<file path="src/hw/rtl/ssal_pkg.sv">
package ssal_pkg;

  localparam int unsigned MaxLen     = 4096;
  localparam int unsigned MaxLogRate = 6;
  localparam int unsigned AddrW      = 12;
  localparam int unsigned LenW       = 13;
  localparam int unsigned StepW      = 7;
  localparam int unsigned NumW       = AddrW + MaxLogRate;
  localparam int unsigned MetaW      = LenW + 1;

  localparam logic [1:0] ActLoadSa = 2'd0;
  localparam logic [1:0] ActLoadNp = 2'd1;
  localparam logic [1:0] ActQuery  = 2'd2;

  localparam logic [1:0] StatOk       = 2'd0;
  localparam logic [1:0] StatLongWalk = 2'd1;
  localparam logic [1:0] StatRange    = 2'd2;

  localparam logic CfgLogRate    = 1'b0;
  localparam logic CfgTextLength = 1'b1;

  typedef struct packed {
    logic [1:0]  action;
    logic [11:0] index;
    logic [11:0] value;
  } in_item_t;

  typedef struct packed {
    logic [11:0] position;
    logic [1:0]  status;
  } out_item_t;

  typedef struct packed {
    logic             start;
    logic [NumW-1:0]  num;
    logic [StepW-1:0] sub;
    logic [LenW-1:0]  len;
  } mod_req_t;

  typedef struct packed {
    logic             done;
    logic [AddrW-1:0] rem;
  } mod_rsp_t;

endpackage

</file>
<file path="src/hw/rtl/ssal_modulo.sv">
module ssal_modulo (
  input  logic              clk_i,
  input  logic              rst_ni,
  input  ssal_pkg::mod_req_t req_i,
  output ssal_pkg::mod_rsp_t rsp_o
);
  import ssal_pkg::*;

  logic             run_q, run_d;
  logic [4:0]       cnt_q, cnt_d;
  logic [StepW-1:0] dec_q, dec_d;
  logic [NumW-1:0]  num_q, num_d;
  logic [AddrW-1:0] rem_q, rem_d;
  logic [LenW-1:0]  len_q, len_d;
  logic [LenW-1:0]  trial;

  assign trial = {rem_q, num_q[NumW-1]};

  always_comb begin
    run_d = run_q;
    cnt_d = cnt_q;
    dec_d = dec_q;
    num_d = num_q;
    rem_d = rem_q;
    len_d = len_q;
    if (req_i.start) begin
      run_d = 1'b1;
      cnt_d = 5'(NumW);
      dec_d = req_i.sub;
      num_d = req_i.num;
      rem_d = '0;
      len_d = req_i.len;
    end else if (run_q) begin
      if (cnt_q != 5'd0) begin
        rem_d = (trial >= len_q) ? AddrW'(trial - len_q) : AddrW'(trial);
        num_d = {num_q[NumW-2:0], 1'b0};
        cnt_d = cnt_q - 5'd1;
      end else if (dec_q != '0) begin
        rem_d = (rem_q == '0) ? AddrW'(len_q - 13'd1) : rem_q - 12'd1;
        dec_d = dec_q - 7'd1;
      end else begin
        run_d = 1'b0;
      end
    end
  end

  always_ff @(posedge clk_i or negedge rst_ni) begin
    if (!rst_ni) begin
      run_q <= 1'b0;
      cnt_q <= '0;
      dec_q <= '0;
    end else begin
      run_q <= run_d;
      cnt_q <= cnt_d;
      dec_q <= dec_d;
    end
  end

  always_ff @(posedge clk_i) begin
    num_q <= num_d;
    rem_q <= rem_d;
    len_q <= len_d;
  end

  assign rsp_o.done = run_q && (cnt_q == 5'd0) && (dec_q == '0);
  assign rsp_o.rem  = rem_q;

  // The partial remainder always stays below the divisor.
  a_rem_below_len: assert property (@(posedge clk_i) disable iff (!rst_ni)
    (run_q && len_q != '0) |-> ({1'b0, rem_q} < len_q))
    else $error("remainder not below length");

  a_done_ends_run: assert property (@(posedge clk_i) disable iff (!rst_ni)
    (rsp_o.done && !req_i.start) |=> !run_q)
    else $error("unit kept running after done");

  a_dec_after_shift: assert property (@(posedge clk_i) disable iff (!rst_ni)
    (run_q && dec_q != $past(dec_q) && !$past(req_i.start)) |-> (cnt_q == 5'd0))
    else $error("decrement before division finished");

endmodule

</file>
<file path="config.mk">
export PLATFORM = sky130hd
export DESIGN_NAME = ssal_modulo
export DESIGN_NICKNAME = d
export VERILOG_FILES = /design/src/hw/rtl/ssal_pkg.sv /design/src/hw/rtl/ssal_modulo.sv
export SDC_FILE = /design/constraint.sdc
export NUM_CORES = 1
export LEC_CHECK = 0
export ABC_AREA = 1
export CORE_MARGIN = 2
export CORE_UTILIZATION = 40
export CTS_BUF_LIST = sky130_fd_sc_hd__clkbuf_8 sky130_fd_sc_hd__clkbuf_16
export DETAILED_ROUTE_END_ITERATION = 8
export DONT_BUFFER_PORTS = 1
export HOLD_SLACK_MARGIN = 0.08
export PLACE_DENSITY = 0.6
export SLEW_MARGIN = 15
export SYNTH_ARGS = -nofsm -noshare
export SYNTH_HDL_FRONTEND = slang
export SYNTH_SLANG_ARGS = --single-unit
</file>
<file path="constraint.sdc">
create_clock -name clk_i -period 2.2 [get_ports clk_i]
set_clock_uncertainty 0.1 [all_clocks]
set_input_delay 0.11 -clock clk_i [delete_from_list [all_inputs] [get_ports clk_i]]
set_output_delay 0.11 -clock clk_i [all_outputs]
set_load 0.02 [all_outputs]
</file>
Word level (Yosys, flattened, before mapping)
Index checks and enable logic that the tools add are counted.
{ "totals": {"register_bits": 56, "input_bits": 41, "out_inout_bits": 13, "word_cells": 45} }
{ "op_classes": {"n_addsub": 5, "order_cmp": 1, "eq_ne": 1, "n_mux": 18, "n_reduce_logical": 14} }
{ "ops": {"columns": ["cell", "count"], "rows": [
  ["two-way mux 18 bit", 3],
  ["two-way mux 12 bit", 4],
  ["two-way mux 7 bit", 4],
  ["subtractor 12 x 1 -> 12 bit (second input constant)", 2],
  ["two-way mux 5 bit", 3],
  ["greater-or-equal comparator 13 bit", 1],
  ["zero test 12 bit", 1],
  ["subtractor 12 bit", 1],
  ["nonzero test 2 bit", 4],
  ["zero test 7 bit", 1],
  ["nonzero test 7 bit", 1],
  ["subtractor 7 x 1 -> 7 bit (second input constant)", 1],
  ["zero test 5 bit", 1],
  ["nonzero test 5 bit", 1],
  ["subtractor 5 x 1 -> 5 bit (second input constant)", 1],
  ["two-way mux 1 bit", 4],
  ["AND reduction 2 bit", 2],
  ["AND reduction 3 bit", 1],
  ["logical AND 1 bit", 2],
  ["inequality test 2 bit (second input constant)", 1]
]} }

Logic depth before layout (Yosys ltp)
{ "logic_depth": {"depth_word": 5, "depth_mapped": 14, "ltp_nobuf": 14} }

Worst setup path before layout
Ideal clock, no wire load.
{ "synth_timing": {"kind": "reg2reg", "from": "reg rem_q[0]", "to": "reg rem_q[10]", "setup_time_ns": 0.120, "arrival_ns": 1.932, "required_ns": 1.980, "slack_ns": 0.049, "stages_incl_launch_ff": 13, "path_buffers": 0, "synth_period_minus_slack_ns": 2.151, "path_cell_list": "dfxtp_1 -> inv_1 -> fa_1 -> nor2_1 -> nor2_1 -> o21ai_0 -> nand2_1 -> nand3_1 -> nand2_1 -> nor2_1 -> nor2_1 -> nor2_1 -> a21oi_1"} }
{ "synth_between": {"elab_chain_cells": 4, "word_cells_on_any_way": 8, "classes_between": "add/sub (2); order compare (1); mux (4); reduce/logical (1)"} }
{ "synth_rtl": {"columns": ["element", "line", "text"], "rows": [
  ["from (decl)", "ssal_modulo.sv:13", "logic [AddrW-1:0] rem_q, rem_d;"],
  ["from (signal assigned)", "ssal_modulo.sv:61", "rem_q <= rem_d;"],
  ["subtractor 12 x 1 -> 12 bit / zero test 12 bit (equally long branches)", "ssal_modulo.sv:39", "rem_d = (rem_q == '0) ? AddrW'(len_q - 13'd1) : rem_q - 12'd1;"],
  ["two-way mux 12 bit", "ssal_modulo.sv:39", null],
  ["two-way mux 12 bit", "ssal_modulo.sv:38", "end else if (dec_q != '0) begin"],
  ["two-way mux 12 bit *", "ssal_modulo.sv:34", "if (cnt_q != 5'd0) begin"]
]} }
Mark *: on every way between the ends. The rest lies on a longest branch, timed or not. The select of a mux whose other input is x is not followed.
A chain may end at the register's enable or synchronous reset.

Final worst setup path
{ "layout_timing": {"from": "reg len_q[9]", "to": "reg rem_q[4]"} }
{ "layout_between": {"elab_chain_cells": 3} }
{ "layout_rtl": {"columns": ["element", "line", "text"], "rows": [
  ["from (decl)", "ssal_modulo.sv:14", "logic [LenW-1:0] len_q, len_d;"],
  ["from (signal assigned)", "ssal_modulo.sv:62", "len_q <= len_d;"],
  ["greater-or-equal comparator 13 bit", "ssal_modulo.sv:35", "rem_d = (trial >= len_q) ? AddrW'(trial - len_q) : AddrW'(trial);"],
  ["two-way mux 12 bit", "ssal_modulo.sv:35", null],
  ["two-way mux 12 bit", "ssal_modulo.sv:34", null]
]} }
Every way passes these cells.

==> impl_metrics.toml <==
[logic_synthesis]
synthAdderAreaFrac = 0.0647
synth-compound-area-share = 0.103
synth_top_area_frac = 0.246
synth_async_sr_flop_share = 0.232
synth_cell_types = 41
synth.mux.area_fraction = 0
syn_inst = 505
synth-edff-count = 31
synth-simple-area-share = 0.334
syn-mean-instance-area_sq_um = 7.50
synthFlopType = "edfxtp_1"
synth_top_family_by_area = "simple AND/OR/NAND/NOR gates"
synth-seq-cells = 56
syn_nets = 565
yosysSeqAreaShare = 0.395
synth-xor-area-share = 0.0231
syn_area_sq_um = 3790
synth_area_leaders = "edfxtp_1 (25%), nand2_1 (16%), dfrtp_1 (8.6%)"
yosys_warnings = 0
synth_top_cell_by_area = "edfxtp_1"

[timing]
hold_violations = 0
setup_violations = 0
final_max_slew_viol_count = 0
setup_ws_ns = 0.0718
worst_slew_pin_slew_ns = 0.613
rsz0062_at_grt = "true"
post-route-period-util = 0.967
max_slew_margin = 0.590
period_minus_slack_ns = 2.13
fmax_mhz = 470

[route]
drt_iter0_markers = 185
drcViolationCount = 0
totalWireLength_um = 9760
vias = 3543
dr.pass1.iters = 4
antenna_left = 0
via_per_inst = 5.03
routedWlPerCell_um = 13.8

[floorplanning]
ios = 54
row_count = 35
die_h_um = 101
initial_utilization = 0.412
dieWidth_um = 101
die_area_sq_um = 10300
core_sq_um = 9200

[min_path]
hp-class = "in -> async"

[power]
p_leak_uw = 0.00231
p_per_area_nw_per_um2 = 1030
vdd_drop_max_mv = 0.456

[clocking]
htreeDepth = 2
clk_pin_slew_worst_paths_ns = 0.11
clock_sinks = 56
clockBufferDepth = 2
cts_buffers = 5
clock_latency_ns = 0.32
cts_tree = "yes"
ctsRootBufferMaster = "clkbuf_8"

[layout]
multi_input_area_sq_um = 2140
fillers = 862
final_cell_mix = "nand2_1 (158), inv_1 (51), buf_4 (50)"
antenna-diode-count = 0
regArea_sq_um = 1510
final_common_cell = "nand2_1"
areaGrowthSynthToFinish_pct = 29.9
nets = 653
finalInstanceArea_sq_um = 4920
drive_above_1_share = 0.214

[setup_path]
required_ns = 2.32
worstReg2RegStart = "len_q[9]"
critical_path.max_fanout = 11
cp_common_cell = "o21ai_0"
r2r_setup_slack_ns = 0.07
reg2regPathDepth = 11
cp-start-kind = "flip-flop"
r2r-end = "rem_q[4]"
crit_slowest_cell = "edfxtp_1"
arrival_ns = 2.25
path_cells = "inv_1, ha_1, nand2_1, nor2_1, a21oi_2, nand3_4, buf_12, a21oi_1, o21ai_0, nand3_1, o21ai_0"
crit_path_end_kind = "flip-flop"
critical-path-max-stage-delay_ns = 0.41
path_class = "reg -> reg"

[global_routing]
grt_util_all_layers = 0.201
grt_max_degree = 46
grt_pass1_wl_um = 16600
overflow = 0
antenna_found_initial = 0
first_global_vias = 3570

[outcome]
outcome = "completed"

[placement]
dp_hpwl_um = 7180
portBuffers = 0
dpl_cell_area_sq_um = 4230
gp_congestion = 0.904
dp_slack_ns = -0.0565

[run]
drv_cap = 0
## state kept, by name (all words and copies together), names as in the netlist
name,cells
num_q,18
len_q,13
rem_q,12
dec_q,7
cnt_q,5
run_q,1
## per-layer routing
layer / global-route usage / vias up / share of wire
li1: - / 1833 / -
met1: 0.263 / 1635 / 0.46
met2: 0.348 / 65 / 0.49
met3: 0.0276 / 10 / 0.038
met4: 0.0551 / 0 / 0.013
met5: 0 / - / 0
## worst max-delay path by stage
stage / start / endpoint / cells past startpoint / slack [ns]
CTS: len_q[0] / rem_q[10] / 12 / 0.01
finish: len_q[9] / rem_q[4] / 11 / 0.07
floorplan: rem_q[0] / rem_q[10] / 12 / 0.05
global route: len_q[1] / rem_q[3] / 14 / -0.06
detailed placement: len_q[0] / rem_q[10] / 12 / -0.06
global placement: len_q[0] / rem_q[10] / 12 / -0.0009
## report_power, final
part / switching (uW) / internal (uW) / total, uW / leakage [uW]
sequential: 128 / 1250 / 1380 / 0.000575
combinational: 1850 / 1270 / 3110 / 0.00170
clock: 370 / 227 / 596 / 0.0000404
## critical path: cells and delay by family (launching register included)
family	cells	cell delay, ns
AO/OA/AOI/OAI	4	0.50
adder cells (fa/ha/maj)	1	0.29
buffers and inverters	2	0.28
flip-flops	1	0.41
AND/OR/NAND/NOR	4	0.46
## per-stage QoR
| step | util | TNS [ns] | hold slack, ns | power, uW | instances |
|---|---|---|---|---|---|
| after CTS | 0.516 | 0 | 0.149 | 4910 | 703 |
| after global placement | 0.460 | -0.000934 | -0.285 | 4160 | 654 |
| after floorplan | - | 0 | -0.286 | 3420 | 505 |
| after global routing | 0.535 | -0.252 | 0.169 | 5570 | 705 |
| after detailed placement | 0.460 | -0.0565 | -0.285 | 4220 | 654 |
| final | 0.535 | 0 | 0.129 | 5090 | 705 |
## cell families (layout without fill, tap and decap cells)
family	count (synthesis)	count (layout)
buf+inv	72	161
simple gates	282	282
flops	56	56
compound gates	66	66
fa+ha+maj	19	19
xor+xnor	10	10
## synthesized netlist by cell type, drive strengths merged, types with 2 or more instances
cell / count
o211ai: 6
xnor2: 3
a21oi: 24
edfxtp: 31
dfrtp: 13
nand2: 167
inv: 60
nand3: 51
o21ai: 27
o21a: 3
buf: 4
nor2: 49
nor3: 5
ha: 18
nand4: 7
clkbuf: 7
dfxtp: 12
nand3b: 2
xor2: 7
o22ai: 2
## final cells by class
| type | instances | share of cell area |
|---|---|---|
| multi-input combinational | 377 | 0.435 |
| sequential | 56 | 0.306 |
| timing repair buffer | 92 | 0.166 |
| inverter | 61 | 0.0465 |
| tap | 111 | 0.0282 |
| clock buffer | 5 | 0.0140 |
| clock inverter | 3 | 0.00483 |
## repair_timing
action	CTS	global route
buffers inserted	0	2
pin swaps	0	2
hold endpoints to repair	80	0
hold buffers	41	0
endpoints found under the setup margin	1	12
resized for setup	1	36
No activity file was read; power rests on OpenSTA's default activity.
